$ cat src/rtl/mclbt_pkg.sv
package mclbt_pkg;

    localparam int ADDR_W       = 3;
    localparam int DATA_W       = 32;
    localparam int CHANNELS_DEF = 6;
    localparam int LED_W        = 6;

    localparam logic [DATA_W-1:0] RESET_BLINK_MS = 32'd500;

    // register index (paddr[ADDR_W-1:2])
    localparam logic [ADDR_W-3:0] REG_DEFAULT_BLINK = 1'b0;

    localparam logic [1:0] ACT_SET   = 2'd0;
    localparam logic [1:0] ACT_BLINK = 2'd1;
    localparam logic [1:0] ACT_TICK  = 2'd2;

    typedef struct packed {
        logic [31:0] period;
        logic [31:0] last;
        logic [31:0] deadline;
    } entry_t;

endpackage

$ cat src/rtl/mclbt_mem.sv
module mclbt_mem #(
    parameter int DEPTH = mclbt_pkg::CHANNELS_DEF,
    parameter int AW    = 3
) (
    input  logic                clk,
    input  logic                we,
    input  logic [AW-1:0]       waddr,
    input  mclbt_pkg::entry_t   wdata,
    input  logic                re,
    input  logic [AW-1:0]       raddr,
    output mclbt_pkg::entry_t   rdata
);

    mclbt_pkg::entry_t mem [DEPTH];
    mclbt_pkg::entry_t rdata_reg;

    always_ff @(posedge clk)
    begin
        if (we)
        begin
            mem[waddr] <= wdata;
        end
    end

    always_ff @(posedge clk)
    begin
        if (re)
        begin
            rdata_reg <= mem[raddr];
        end
    end

    assign rdata = rdata_reg;

endmodule

$ cat src/rtl/mclbt_cfg.sv
module mclbt_cfg (
    input  logic                              clk,
    input  logic                              rst_n,
    input  logic                              psel,
    input  logic                              penable,
    input  logic                              pwrite,
    input  logic [mclbt_pkg::ADDR_W-1:0]      paddr,
    input  logic [mclbt_pkg::DATA_W-1:0]      pwdata,
    output logic [mclbt_pkg::DATA_W-1:0]      prdata,
    output logic                              pready,
    output logic [mclbt_pkg::DATA_W-1:0]      default_blink_ms
);

    logic [mclbt_pkg::DATA_W-1:0] default_blink_reg;
    logic [mclbt_pkg::DATA_W-1:0] default_blink_next;
    logic                         hit;

    assign hit    = (paddr[mclbt_pkg::ADDR_W-1:2] == mclbt_pkg::REG_DEFAULT_BLINK);
    assign pready = 1'b1;

    always_comb
    begin
        default_blink_next = default_blink_reg;
        if (psel && penable && pwrite && pready && hit)
        begin
            default_blink_next = pwdata;
        end
    end

    always_ff @(posedge clk or negedge rst_n)
    begin
        if (!rst_n)
        begin
            default_blink_reg <= mclbt_pkg::RESET_BLINK_MS;
        end
        else
        begin
            default_blink_reg <= default_blink_next;
        end
    end

    assign prdata           = hit ? default_blink_reg : '0;
    assign default_blink_ms = default_blink_reg;

endmodule

$ cat src/rtl/multi_channel_led_blink_timer_unit.sv
// LED blink timer, CHANNELS channels, millisecond time base.
// Input channel (item_valid / item_stall): one word per action: set a steady
// level, start blinking (optional period and auto-off delay) or a 1 ms tick.
// Output channel (result_valid / result_stall): one word per input word with
// the LED levels and the millisecond counter after that action.
// Config: APB register 0 holds the default blink period (reset 500 ms).
// Set, blink and unused actions go from accept to ST_DONE and then into the
// output register. A tick first passes ST_SCAN, where the channel entries
// sit in a one-port-read memory and are read, updated and written back one
// per cycle through a two-stage read/modify pipe.
// One word is in work at a time; item_stall is high until its result is
// loaded into the output register. A result waiting under result_stall does
// not block the next word, only the loading of its result.
// Reset clears time, levels and blink flags. Channel entries need no clear:
// they are read for every channel but only used for a blinking one, which is always written first.
module multi_channel_led_blink_timer_unit #(
    parameter int CHANNELS = mclbt_pkg::CHANNELS_DEF
) (
    input  logic                               clk,
    input  logic                               rst_n,
    input  logic                               item_valid,
    output logic                               item_stall,
    input  logic [1:0]                         action,
    input  logic [2:0]                         channel,
    input  logic                               level,
    input  logic [31:0]                        period_ms,
    input  logic [31:0]                        auto_off_ms,
    output logic                               result_valid,
    input  logic                               result_stall,
    output logic [mclbt_pkg::LED_W-1:0]        led_levels,
    output logic [31:0]                        time_ms,
    input  logic                               psel,
    input  logic                               penable,
    input  logic                               pwrite,
    input  logic [mclbt_pkg::ADDR_W-1:0]       paddr,
    input  logic [mclbt_pkg::DATA_W-1:0]       pwdata,
    output logic [mclbt_pkg::DATA_W-1:0]       prdata,
    output logic                               pready
);

    localparam int AW = (CHANNELS > 1) ? $clog2(CHANNELS) : 1;
    localparam int CW = $clog2(CHANNELS + 1);

    typedef enum logic [2:0] {
        ST_IDLE = 3'b001,
        ST_SCAN = 3'b010,
        ST_DONE = 3'b100
    } state_t;

    state_t                       state_reg, state_next;
    logic [31:0]                  now_reg, now_next;
    logic [CHANNELS-1:0]          lamp_reg, lamp_next;
    logic [CHANNELS-1:0]          blinking_reg, blinking_next;
    logic [CW-1:0]                cnt_reg, cnt_next;
    logic                         proc_valid_reg, proc_valid_next;
    logic [AW-1:0]                proc_idx_reg;
    logic                         result_valid_reg, result_valid_next;
    logic [mclbt_pkg::LED_W-1:0]  led_levels_reg;
    logic [31:0]                  time_ms_reg;

    logic [31:0]                  default_blink_ms;
    logic                         accept;
    logic                         load_out;
    logic [CHANNELS-1:0]          sel_in;
    logic [CHANNELS-1:0]          proc_sel;
    logic [mclbt_pkg::LED_W-1:0]  led_bits;

    logic                         mem_we;
    logic [AW-1:0]                mem_waddr;
    mclbt_pkg::entry_t            mem_wdata;
    logic                         mem_re;
    mclbt_pkg::entry_t            mem_rdata;

    mclbt_pkg::entry_t            blink_entry;
    logic [31:0]                  diff_d;
    logic [31:0]                  diff_t;
    logic                         cur_blink;
    logic                         expire;
    logic                         toggle;

    mclbt_cfg u_cfg (
        .clk              (clk),
        .rst_n            (rst_n),
        .psel             (psel),
        .penable          (penable),
        .pwrite           (pwrite),
        .paddr            (paddr),
        .pwdata           (pwdata),
        .prdata           (prdata),
        .pready           (pready),
        .default_blink_ms (default_blink_ms)
    );

    mclbt_mem #(
        .DEPTH (CHANNELS),
        .AW    (AW)
    ) u_mem (
        .clk   (clk),
        .we    (mem_we),
        .waddr (mem_waddr),
        .wdata (mem_wdata),
        .re    (mem_re),
        .raddr (cnt_reg[AW-1:0]),
        .rdata (mem_rdata)
    );

    for (genvar i = 0; i < CHANNELS; i++)
    begin : g_sel
        assign sel_in[i]   = (32'(channel) == i);
        assign proc_sel[i] = (proc_idx_reg == AW'(i));
    end

    for (genvar j = 0; j < mclbt_pkg::LED_W; j++)
    begin : g_led
        if (j < CHANNELS)
        begin : g_on
            assign led_bits[j] = lamp_reg[j];
        end
        else
        begin : g_off
            assign led_bits[j] = 1'b0;
        end
    end

    assign item_stall = (state_reg != ST_IDLE);
    assign accept     = item_valid && !item_stall;
    assign load_out   = (state_reg == ST_DONE) && (!result_valid_reg || !result_stall);

    // blink start entry
    always_comb
    begin
        blink_entry.period   = (period_ms == 32'd0) ? default_blink_ms : period_ms;
        blink_entry.last     = now_reg;
        blink_entry.deadline = (auto_off_ms != 32'd0) ? (now_reg + auto_off_ms) : 32'd0;
    end

    // per-channel tick update on the read data
    assign cur_blink = blinking_reg[proc_idx_reg];
    assign diff_d    = now_reg - mem_rdata.deadline;
    assign diff_t    = now_reg - mem_rdata.last;
    assign expire    = cur_blink && (mem_rdata.deadline != 32'd0) && !diff_d[31];
    assign toggle    = cur_blink && !expire && (diff_t >= mem_rdata.period);

    // reads of entry i overlap only the write-back of entry i-1: no forwarding
    always_comb
    begin
        mem_we    = 1'b0;
        mem_waddr = AW'(channel);
        mem_wdata = blink_entry;
        mem_re    = 1'b0;
        if (accept && (action == mclbt_pkg::ACT_BLINK) && (|sel_in))
        begin
            mem_we = 1'b1;
        end
        if ((state_reg == ST_SCAN) && proc_valid_reg && toggle)
        begin
            mem_we         = 1'b1;
            mem_waddr      = proc_idx_reg;
            mem_wdata      = mem_rdata;
            mem_wdata.last = now_reg;
        end
        if ((state_reg == ST_SCAN) && (cnt_reg != CW'(CHANNELS)))
        begin
            mem_re = 1'b1;
        end
    end

    always_comb
    begin
        state_next        = state_reg;
        now_next          = now_reg;
        lamp_next         = lamp_reg;
        blinking_next     = blinking_reg;
        cnt_next          = cnt_reg;
        proc_valid_next   = 1'b0;
        result_valid_next = result_valid_reg;

        if (result_valid_reg && !result_stall)
        begin
            result_valid_next = 1'b0;
        end

        unique case (state_reg)
            ST_IDLE:
            begin
                if (accept)
                begin
                    state_next = ST_DONE;
                    unique case (action)
                        mclbt_pkg::ACT_SET:
                        begin
                            lamp_next     = (lamp_reg & ~sel_in) | (sel_in & {CHANNELS{level}});
                            blinking_next = blinking_reg & ~sel_in;
                        end
                        mclbt_pkg::ACT_BLINK:
                        begin
                            blinking_next = blinking_reg | sel_in;
                        end
                        mclbt_pkg::ACT_TICK:
                        begin
                            now_next   = now_reg + 32'd1;
                            cnt_next   = '0;
                            state_next = ST_SCAN;
                        end
                        default:
                        begin
                        end
                    endcase
                end
            end
            ST_SCAN:
            begin
                if (cnt_reg != CW'(CHANNELS))
                begin
                    proc_valid_next = 1'b1;
                    cnt_next        = cnt_reg + CW'(1);
                end
                else
                begin
                    state_next = ST_DONE;
                end
                if (proc_valid_reg)
                begin
                    if (expire)
                    begin
                        blinking_next = blinking_reg & ~proc_sel;
                        lamp_next     = lamp_reg & ~proc_sel;
                    end
                    else if (toggle)
                    begin
                        lamp_next = lamp_reg ^ proc_sel;
                    end
                end
            end
            ST_DONE:
            begin
                if (load_out)
                begin
                    result_valid_next = 1'b1;
                    state_next        = ST_IDLE;
                end
            end
            default:
            begin
                state_next = ST_IDLE;
            end
        endcase
    end

    always_ff @(posedge clk or negedge rst_n)
    begin
        if (!rst_n)
        begin
            state_reg        <= ST_IDLE;
            now_reg          <= '0;
            lamp_reg         <= '0;
            blinking_reg     <= '0;
            cnt_reg          <= '0;
            proc_valid_reg   <= 1'b0;
            result_valid_reg <= 1'b0;
        end
        else
        begin
            state_reg        <= state_next;
            now_reg          <= now_next;
            lamp_reg         <= lamp_next;
            blinking_reg     <= blinking_next;
            cnt_reg          <= cnt_next;
            proc_valid_reg   <= proc_valid_next;
            result_valid_reg <= result_valid_next;
        end
    end

    always_ff @(posedge clk)
    begin
        proc_idx_reg <= cnt_reg[AW-1:0];
        if (load_out)
        begin
            led_levels_reg <= led_bits;
            time_ms_reg    <= now_reg;
        end
    end

    assign result_valid = result_valid_reg;
    assign led_levels   = led_levels_reg;
    assign time_ms      = time_ms_reg;

endmodule

$ cat config.mk
export PLATFORM = sky130hd
export DESIGN_NAME = multi_channel_led_blink_timer_unit
export DESIGN_NICKNAME = d
export VERILOG_FILES = /design/src/rtl/mclbt_pkg.sv /design/src/rtl/mclbt_mem.sv /design/src/rtl/mclbt_cfg.sv /design/src/rtl/multi_channel_led_blink_timer_unit.sv
export SDC_FILE = /design/constraint.sdc
export NUM_CORES = 1
export LEC_CHECK = 0
export BUFFER_PORTS_ARGS = -buffer_cell sky130_fd_sc_hd__buf_2
export CAP_MARGIN = 40
export CELL_PAD_IN_SITES_DETAIL_PLACEMENT = 1
export CELL_PAD_IN_SITES_GLOBAL_PLACEMENT = 2
export CORE_MARGIN = 5
export CORE_UTILIZATION = 45
export CTS_CLUSTER_SIZE = 25
export DETAILED_ROUTE_END_ITERATION = 8
export GPL_ROUTABILITY_DRIVEN = 0
export GPL_TIMING_DRIVEN = 0
export MAX_ROUTING_LAYER = met4
export PLACE_DENSITY_LB_ADDON = 0.1
export RECOVER_POWER = 50
export SETUP_SLACK_MARGIN = 0.3
export SLEW_MARGIN = 40
export SYNTH_ARGS = -nofsm -noshare
export SYNTH_HDL_FRONTEND = slang
export SYNTH_SLANG_ARGS = --single-unit
$ cat constraint.sdc
create_clock -name clk -period 14 [get_ports clk]
set_input_delay 0 -clock clk [delete_from_list [all_inputs] [get_ports clk]]
set_output_delay 0 -clock clk [all_outputs]
set_load 0.005 [all_outputs]
==> results of run 1 <==
-- per-stage QoR --
stage               util, %  setup TNS [ps]  cell area (sq um)  hold WS, ps
CTS                    53.4               0              42000         9.70
global placement       48.0        -1510010              37800          236
floorplan                 -               0              35500         -296
detailed placement     49.1               0              38600        -69.1
global route           52.9               0              41600         63.1
finish                 52.9               0              41600         42.6
-- worst min path at each step --
stage          cells past startpoint          start                    endpoint
2_1_floorplan                      0          rst_n                   async pin
3_3_place_gp                       2     pwdata[18]  u_cfg.default_blink_ms[18]
3_5_place_dp                       1          rst_n                   async pin
4_1_cts                            3  period_ms[25]            u_mem.mem[0][89]
5_1_grt                            3  period_ms[25]            u_mem.mem[0][89]
6_report                           3  period_ms[17]            u_mem.mem[0][81]
-- critical path: cells and delay by family (launching register included) --
kind / cells / cell delay (ps)
adder cells (fa/ha/maj): 3 / 770
AO/OA/AOI/OAI: 13 / 5250
flip-flops: 1 / 670
buffers and inverters: 7 / 2250
AND/OR/NAND/NOR: 5 / 1230
-- area by class of cell --
type	instances	area, sq um
fillers	7572	37000
flip-flops and latches	797	23500
multi-input cells	1367	11200
clock buffers	120	2430
repair buffers	279	1990
well taps	1050	1310
inverters	128	482
plain buffers	87	363
clock inverters	34	324
diodes	5	12.5
-- where the power goes --
part	switching [mW]	internal, mW
Sequential	0.0901	2.78
Combinational	0.818	0.590
Clock	0.915	1.32
-- cells by family (layout without fill, tap and decap cells) --
kind of cell | count (synthesis) | count (layout) | share of synthesized area [%]
flops | 797 | 797 | 66.1
compound gates | 462 | 462 | 8.39
simple gates | 453 | 453 | 6.19
mux | 233 | 233 | 10.1
buf+inv | 215 | 648 | 2.35
fa+ha+maj | 135 | 135 | 4.79
xor+xnor | 83 | 83 | 2.07
other cells | 1 | 6 | 0.0106
-- per-layer routing --
| layer | part of all wire (%) | routed length, um | vias to the layer above |
|---|---|---|---|
| li1 | - | - | 9910 |
| met1 | 42 | 42100 | 11423 |
| met2 | 51 | 51400 | 474 |
| met3 | 4.0 | 4000 | 149 |
| met4 | 2.8 | 2770 | 0 |
| met5 | 0 | 0 | - |
-- Yosys cell counts, types with 36 or more instances --
library cell  count
edfxtp_1        710
a21oi_1         195
nor2_1          164
ha_1            133
inv_1           128
mux2i_1         100
nand2_1          98
mux4_2           97
dfrtp_1          77
clkbuf_1         63
xnor2_1          53
a211oi_1         49
o21ai_0          48
nor2b_1          41
a21o_1           36
mux2_2           36
==> impl_metrics.toml, run 1 <==
[grt]
grt_max_degree = 55
grt_pass1_vias = 24097
met1_usage_pct = 30.3
met2_usage_pct = 41.1
grt_antenna_before_repair = 7
grt_pass1_wl_um = 151000
grt_usage_pct = 24.0
busiest_layer = "met2"
globalRouteMet3Util_pct = 3.12
grt_overflow = 0

[critical_path]
crit_start = "now_reg[0]"
worstPathMaxFanout = 13
r2r-end = "u_mem.mem[4][64]"
crit_slowest_cell = "o311ai_0"
arrival_ps = 10840
critPathCapture = "u_mem.mem[4][64]"
reg2reg_slack_ps = 3470
worstPathRequired_ps = 14320
worst-r2r-cell-count = 28
reg2reg_from = "now_reg[0]"
crit_type = "flip-flop to flip-flop"
critical_path.max_stage_delay_ps = 1210
end_kind = "flip-flop"
worst_setup_path_start_kind = "flip-flop"

[power]
powerDensity_nw_per_um2 = 157
vdd_drop_max_v = 0.000127
power_mw = 6.51
leakage_nw = 15.2

[placed_design]
port-buffer-count = 180
dp_hpwl_um = 71700
dpl.cell_count = 3651
preCtsSetupSlack_ps = 5090

[timing]
drv_slew = 193
fin_worst_skew_ps = 23.2
rsz0062_at_grt = "false"
fin_ws_ps = 3470
finalHoldViolCount = 0
fmax_mhz = 95.0
setup_viol = 0
fin_crit_ps = 10530
period_share_pct = 75.2
slew_headroom_pct = -117
tightest_slew_ps = 3260

[layout]
final_common_cell = "edfxtp_1"
stdcell_count = 3867
final_cell_mix = "edfxtp_1, a21oi_1, nor2_1, clkbuf_1, buf_2"
largest_register_ff_count = 576
area.growth.synth_to_final_pct = 17.0
drive_gt1_share_pct = 16.8
fin_nets = 2991

[clocking]
cts.htree.levels = 3
path_clk_slew_ps = 60
cts-root-buf = "clkbuf_16"
clock_latency_ps = 630
cts_tree = "built"
clk_path_buf_depth = 3
postCtsSetupRepairBufs = 0
cts_made_buffers = 84
numClockSinks = 797
cts_hold_buf = 57
cts_resized = 0

[detailed_routing]
via_per_inst = 5.68
vias = 21956
wl_per_cell_um = 25.9
drt-initial-drc-count = 1373
antenna_left = 0
drc = 0
routed_wl_um = 100000
first_pass_iters = 6

[synth]
synth_fp_nets = 2626
synth_edf_count = 710
synth_area_sq_um = 35500
synthCells = 2379
ys_warn_count = 0
ys_async_sr_fraction_pct = 10.5
yosysTopAreaCellShare_pct = 60.0
synthDistinctLibCells = 82
ys_seq_area_share_pct = 66.1
synth_area_leader_cell = "edfxtp_1"
yosys_most_used_dff = "edfxtp_1"
synth.top_cells.by_area = "edfxtp_1, mux4_2, dfrtp_1, ha_1, mux2i_1"
synth.ff_latch_count = 797
syn_area_per_cell_sq_um = 14.9

[die]
fp.coreArea_sq_um = 78600
die_w_um = 291
row_count = 103
dieArea_sq_um = 84700
die_y_um = 291
initial_core_util_pct = 45.2
ios = 185

[status]
violations = "max-capacitance violations, max-slew violations"
status = "finished with violations"

[hold_path]
hp-class = "primary input to flip-flop"

[flow_run]
cap_violations = 6
Note: power is estimated with default switching activity, not from simulation.
==> inputs of run 2 (changes only) <==
- clock period: 14 -> 10 ns (I/O delays scaled with it)
==> run 2 against run 1 <==
Effect of this change: sequential power increased by 40%; sequential cell count unchanged; the flow still finishes with violations (max-capacitance violations, max-slew violations); fmax increased by 15%; clock skew increased by 3.2 ps; die area unchanged.
==> impl_metrics.toml, run 2 (synthesis gave the netlist of run 1 again) <==
[critical_path]
worst-r2r-cell-count = 27
path_buf_inv = 6
worstPathRequired_ps = 10320
crit_type = "flip-flop to flip-flop"
worst_setup_path_start_kind = "flip-flop"
path_delay_family = "compound AO/OA/AOI/OAI gates"
crit_slowest_cell = "o22ai_1"
worstPathMaxFanout = 13
critical_path.max_stage_delay_ps = 810
arrival_ps = 9470
cp.depth = 27
end_kind = "flip-flop"

[hold_path]
hp-class = "primary input to flip-flop"
holdPathStages = 3

[grt]
grt_overflow = 0
grt_pass1_vias = 23766
grt_pass1_wl_um = 149000
grt_antenna_before_repair = 3
grt_usage_pct = 23.7
grt_max_degree = 65

[power]
swShare_pct = 27.9
vdd_drop_max_v = 0.000168
p_sw_mw = 2.55
power_frac_clock_pct = 34.4
power_mw = 9.11
powerDensity_nw_per_um2 = 219
p_int_mw = 6.57
comb_power_share_pct = 21.5
leakage_nw = 15.2
seqPwrFrac_pct = 44.1

[layout]
area.growth.synth_to_final_pct = 17.0
design_area_sq_um = 41600
fillers = 7696
final_common_cell = "edfxtp_1"
drive_gt1_share_pct = 16.7
largest_register_ff_count = 576
fin_nets = 2992
final_cell_mix = "edfxtp_1, a21oi_1, nor2_1, clkbuf_1, ha_1"

[clocking]
path_clk_slew_ps = 60
cts_hold_buf = 58
cts_tree = "built"
cts_made_buffers = 85
numClockSinks = 797
clk_path_buf_depth = 3
postCtsSetupRepairBufs = 0
cts_resized = 0
clock_latency_ps = 630
cts-root-buf = "clkbuf_16"
cts.htree.levels = 3

[detailed_routing]
wl_met3_um = 3970
drc = 0
antenna_left = 0
via_per_inst = 5.68
wl_met2_um = 49500
wirelength_met1_um = 41800
wl_per_cell_um = 25.6
first_pass_iters = 5
top_layer = "met4"
routed_wl_um = 99000
drt-initial-drc-count = 1346
vias = 21924

[die]
die_y_um = 291
initial_core_util_pct = 45.2
fp.coreArea_sq_um = 78600
row_count = 103
die_w_um = 291
dieArea_sq_um = 84700
ios = 185

[placed_design]
dp_hpwl_um = 70600
placed_area_sq_um = 38600
port-buffer-count = 180

[timing]
fin_crit_ps = 9160
fmax_mhz = 109
tightest_slew_ps = 4500
rsz0062_at_grt = "false"
slew_headroom_pct = -200
period_share_pct = 91.6
fin_worst_skew_ps = 26.5
hold_ws_ps = 53.4
setup_viol = 0
finalHoldViolCount = 0
drv_slew = 200

[flow_run]
cap_violations = 5

[status]
status = "finished with violations"
violations = "max-capacitance violations, max-slew violations"
## run 2: path summary, 6_finish.rpt
| check | startpoint | end | slack [ps] |
|---|---|---|---|
| worst max register to register | now_reg[0] | u_mem.mem[0][59] | 840 |
| min in group asynchronous | rst_n | async pin | 1350 |
| worst max-delay path | now_reg[0] | u_mem.mem[0][59] | 840 |
| worst min-delay path | period_ms[18] | u_mem.mem[4][82] | 50 |
| max in group asynchronous | rst_n | now_reg[29] | 6790 |
| worst min register to register | cnt_reg[2] | proc_idx_reg[2] | 380 |
## run 2: through the flow
stage | util (%) | setup slack, ps | cells | setup TNS [ps]
6_report | 52.9 | 842 | 3862 | 0
5_1_grt | 52.9 | 390 | 3862 | 0
4_1_cts | 53.3 | 911 | 3861 | 0
3_5_place_dp | 49.1 | 965 | 3650 | 0
3_3_place_gp | 48.0 | -7270 | 3609 | -2508010
2_1_floorplan | - | -93.6 | 2379 | -17960
## run 2: area by class of cell
type                       instances  area, sq um  area share, %
tap                             1050         1310           3.16
buffer                            87          364          0.875
multi-input combinational       1367        11200           26.9
antenna                            1         2.50        0.00602
clock buffer                     109         2290           5.50
sequential                       797        23500           56.5
inverter                         128          482           1.16
clock inverter                    44          460           1.11
timing repair buffer             279         1990           4.79
## run 2: routing by layer
layer  vias up  GRT usage (%)
li1       9915              -
met1     11370           30.2
met2       480           39.5
met3       159           3.17
met4         0           8.64
met5         -              -
## run 2: worst min-delay path, delay by kind of cell
family	cells	cell delay, ps
buffers and inverters	1	120
AOI/OAI and AO/OA	2	350
## run 2: power groups by stage
stage          logic (mW)  clock network, mW  registers, mW
2_1_floorplan        1.34                  0           4.03
6_report             1.96               3.14           4.01
3_5_place_dp         1.99                  0           4.08
5_1_grt              2.16               3.36           4.03
3_3_place_gp         1.91                  0           4.09
4_1_cts              2.03               3.21           4.01
==> inputs of run 3 (changes only) <==
- BUFFER_PORTS_ARGS: -buffer_cell sky130_fd_sc_hd__buf_2 -> -buffer_cell sky130_fd_sc_hd__clkbuf_2
==> run 3 against run 2 <==
Effect of this change: the run still ends with max-capacitance violations, max-slew violations left; global-route usage is 0.11 points higher; clock power about the same; core utilization about the same; routed wire length grew 0.20%.
==> impl_metrics.toml, run 3 (synthesis gave the netlist of run 1 again) <==
[clocking]
cts_resized = 0
postCtsSetupRepairBufs = 0
cts_tree = "built"
cts-root-buf = "clkbuf_16"
path_clk_slew_ps = 60
cts_made_buffers = 83
clock_latency_ps = 640
numClockSinks = 797
clk_path_buf_depth = 3
cts.htree.levels = 3

[status]
status = "finished with violations"
violations = "max-capacitance violations, max-slew violations"

[hold_path]
hp-class = "primary input to flip-flop"

[critical_path]
worstPathRequired_ps = 10330
crit_type = "flip-flop to flip-flop"
end_kind = "flip-flop"
worstPathMaxFanout = 13
worst_setup_path_start_kind = "flip-flop"
arrival_ps = 9630

[layout]
register_area_sq_um = 23500
final_core_utilization_pct = 52.9
fillers = 7652
final_cell_mix = "edfxtp_1, a21oi_1, nor2_1, clkbuf_1, clkbuf_2"
area.growth.synth_to_final_pct = 17.0
drive_gt1_share_pct = 16.6
multi_input_comb_area_sq_um = 11200
fin_nets = 2988
largest_register_ff_count = 576
final_common_cell = "edfxtp_1"

[power]
vdd_drop_max_v = 0.000231
powerDensity_nw_per_um2 = 219
leakage_nw = 15.2
power_mw = 9.10

[grt]
grt_overflow = 0
grt_max_degree = 65
grt_pass1_wl_um = 150000
grt_antenna_before_repair = 4
grt_pass1_vias = 23882
grt_usage_pct = 23.9

[detailed_routing]
via_per_inst = 5.67
drt-initial-drc-count = 1478
routed_wl_um = 99200
vias = 21912
wl_per_cell_um = 25.7
first_pass_iters = 5
drc = 0
antenna_left = 0

[placed_design]
dp_hpwl_um = 70600
port-buffer-count = 180

[die]
initial_core_util_pct = 45.2
dieArea_sq_um = 84700
row_count = 103
fp.coreArea_sq_um = 78600
die_y_um = 291
ios = 185
die_w_um = 291

[timing]
tns_ps = 0
setup_viol = 0
fin_crit_ps = 9300
fmax_mhz = 108
rsz0062_at_grt = "false"
slew_headroom_pct = -200
drv_slew = 200
finalHoldViolCount = 0
period_share_pct = 93.0
tightest_slew_ps = 4500
fin_worst_skew_ps = 22.1

[flow_run]
cap_violations = 5
[run 3: metal layers]
| layer | part of all wire (%) | up-vias | global-route usage, % |
|---|---|---|---|
| li1 | - | 9912 | - |
| met1 | 43 | 11439 | 30.5 |
| met2 | 52 | 423 | 40.9 |
| met3 | 3.1 | 138 | 2.87 |
| met4 | 2.8 | 0 | 6.18 |
| met5 | 0 | - | - |
[run 3: final cells by class]
type	count	area share [%]
plain buffers	87	0.879
diodes	3	0.0181
repair buffers	277	4.77
well taps	1050	3.16
flip-flops and latches	797	56.5
inverters	128	1.16
clock buffers	105	5.32
clock inverters	50	1.25
multi-input cells	1367	26.9
[run 3: critical path, stage by stage (launching register included)]
cell and delay [ps]:
dfrtp_1 630, inv_1 200, ha_1 260, inv_1 80, fa_1 250, a21oi_1 110, o221a_2 290, o31a_1 320
o311ai_0 510, a31oi_1 260, o21ai_0 320, a2111o_1 230, nand2_1 100, o311ai_2 550, ha_1 240, nand4_1 150
or4_1 590, nor2_1 180, o21ai_0 150, a211oi_2 570, o211a_1 230, o21ai_0 260, mux2i_1 240, o22ai_1 880
clkbuf_1 700, buf_8 260, buf_8 190, buf_8 190
[run 3: final timing paths]
kind,from,end,slack (ps),depth (start not counted)
hold / removal,period_ms[18],u_mem.mem[2][82],20,3
setup / recovery,now_reg[0],u_mem.mem[1][62],700,27
hold reg to reg,cnt_reg[2],proc_idx_reg[2],390,0
max in group asynchronous,rst_n,now_reg[29],6800,4
min in group asynchronous,rst_n,async pin,1340,4
setup reg to reg,now_reg[0],u_mem.mem[1][62],700,27
[run 3: what timing repair did]
action	in CTS	in global routing
endpoints found under the hold margin	195	0
endpoints found under the setup margin	0	0
hold buffers	56	0
[run 3: through the flow]
stage	setup WS [ps]	instances	instance area (sq um)	hold slack [ps]
2_1_floorplan	-93.6	2379	35500	-296
3_3_place_gp	-7220	3609	37800	237
3_5_place_dp	935	3650	38600	-23.4
4_1_cts	894	3861	41900	1.11
5_1_grt	380	3863	41600	19.8
6_report	698	3864	41600	16.9
[run 3: power breakdown]
part | switching, mW | internal [mW]
sequential | 0.124 | 3.89
combinational | 1.15 | 0.826
clock | 1.28 | 1.83
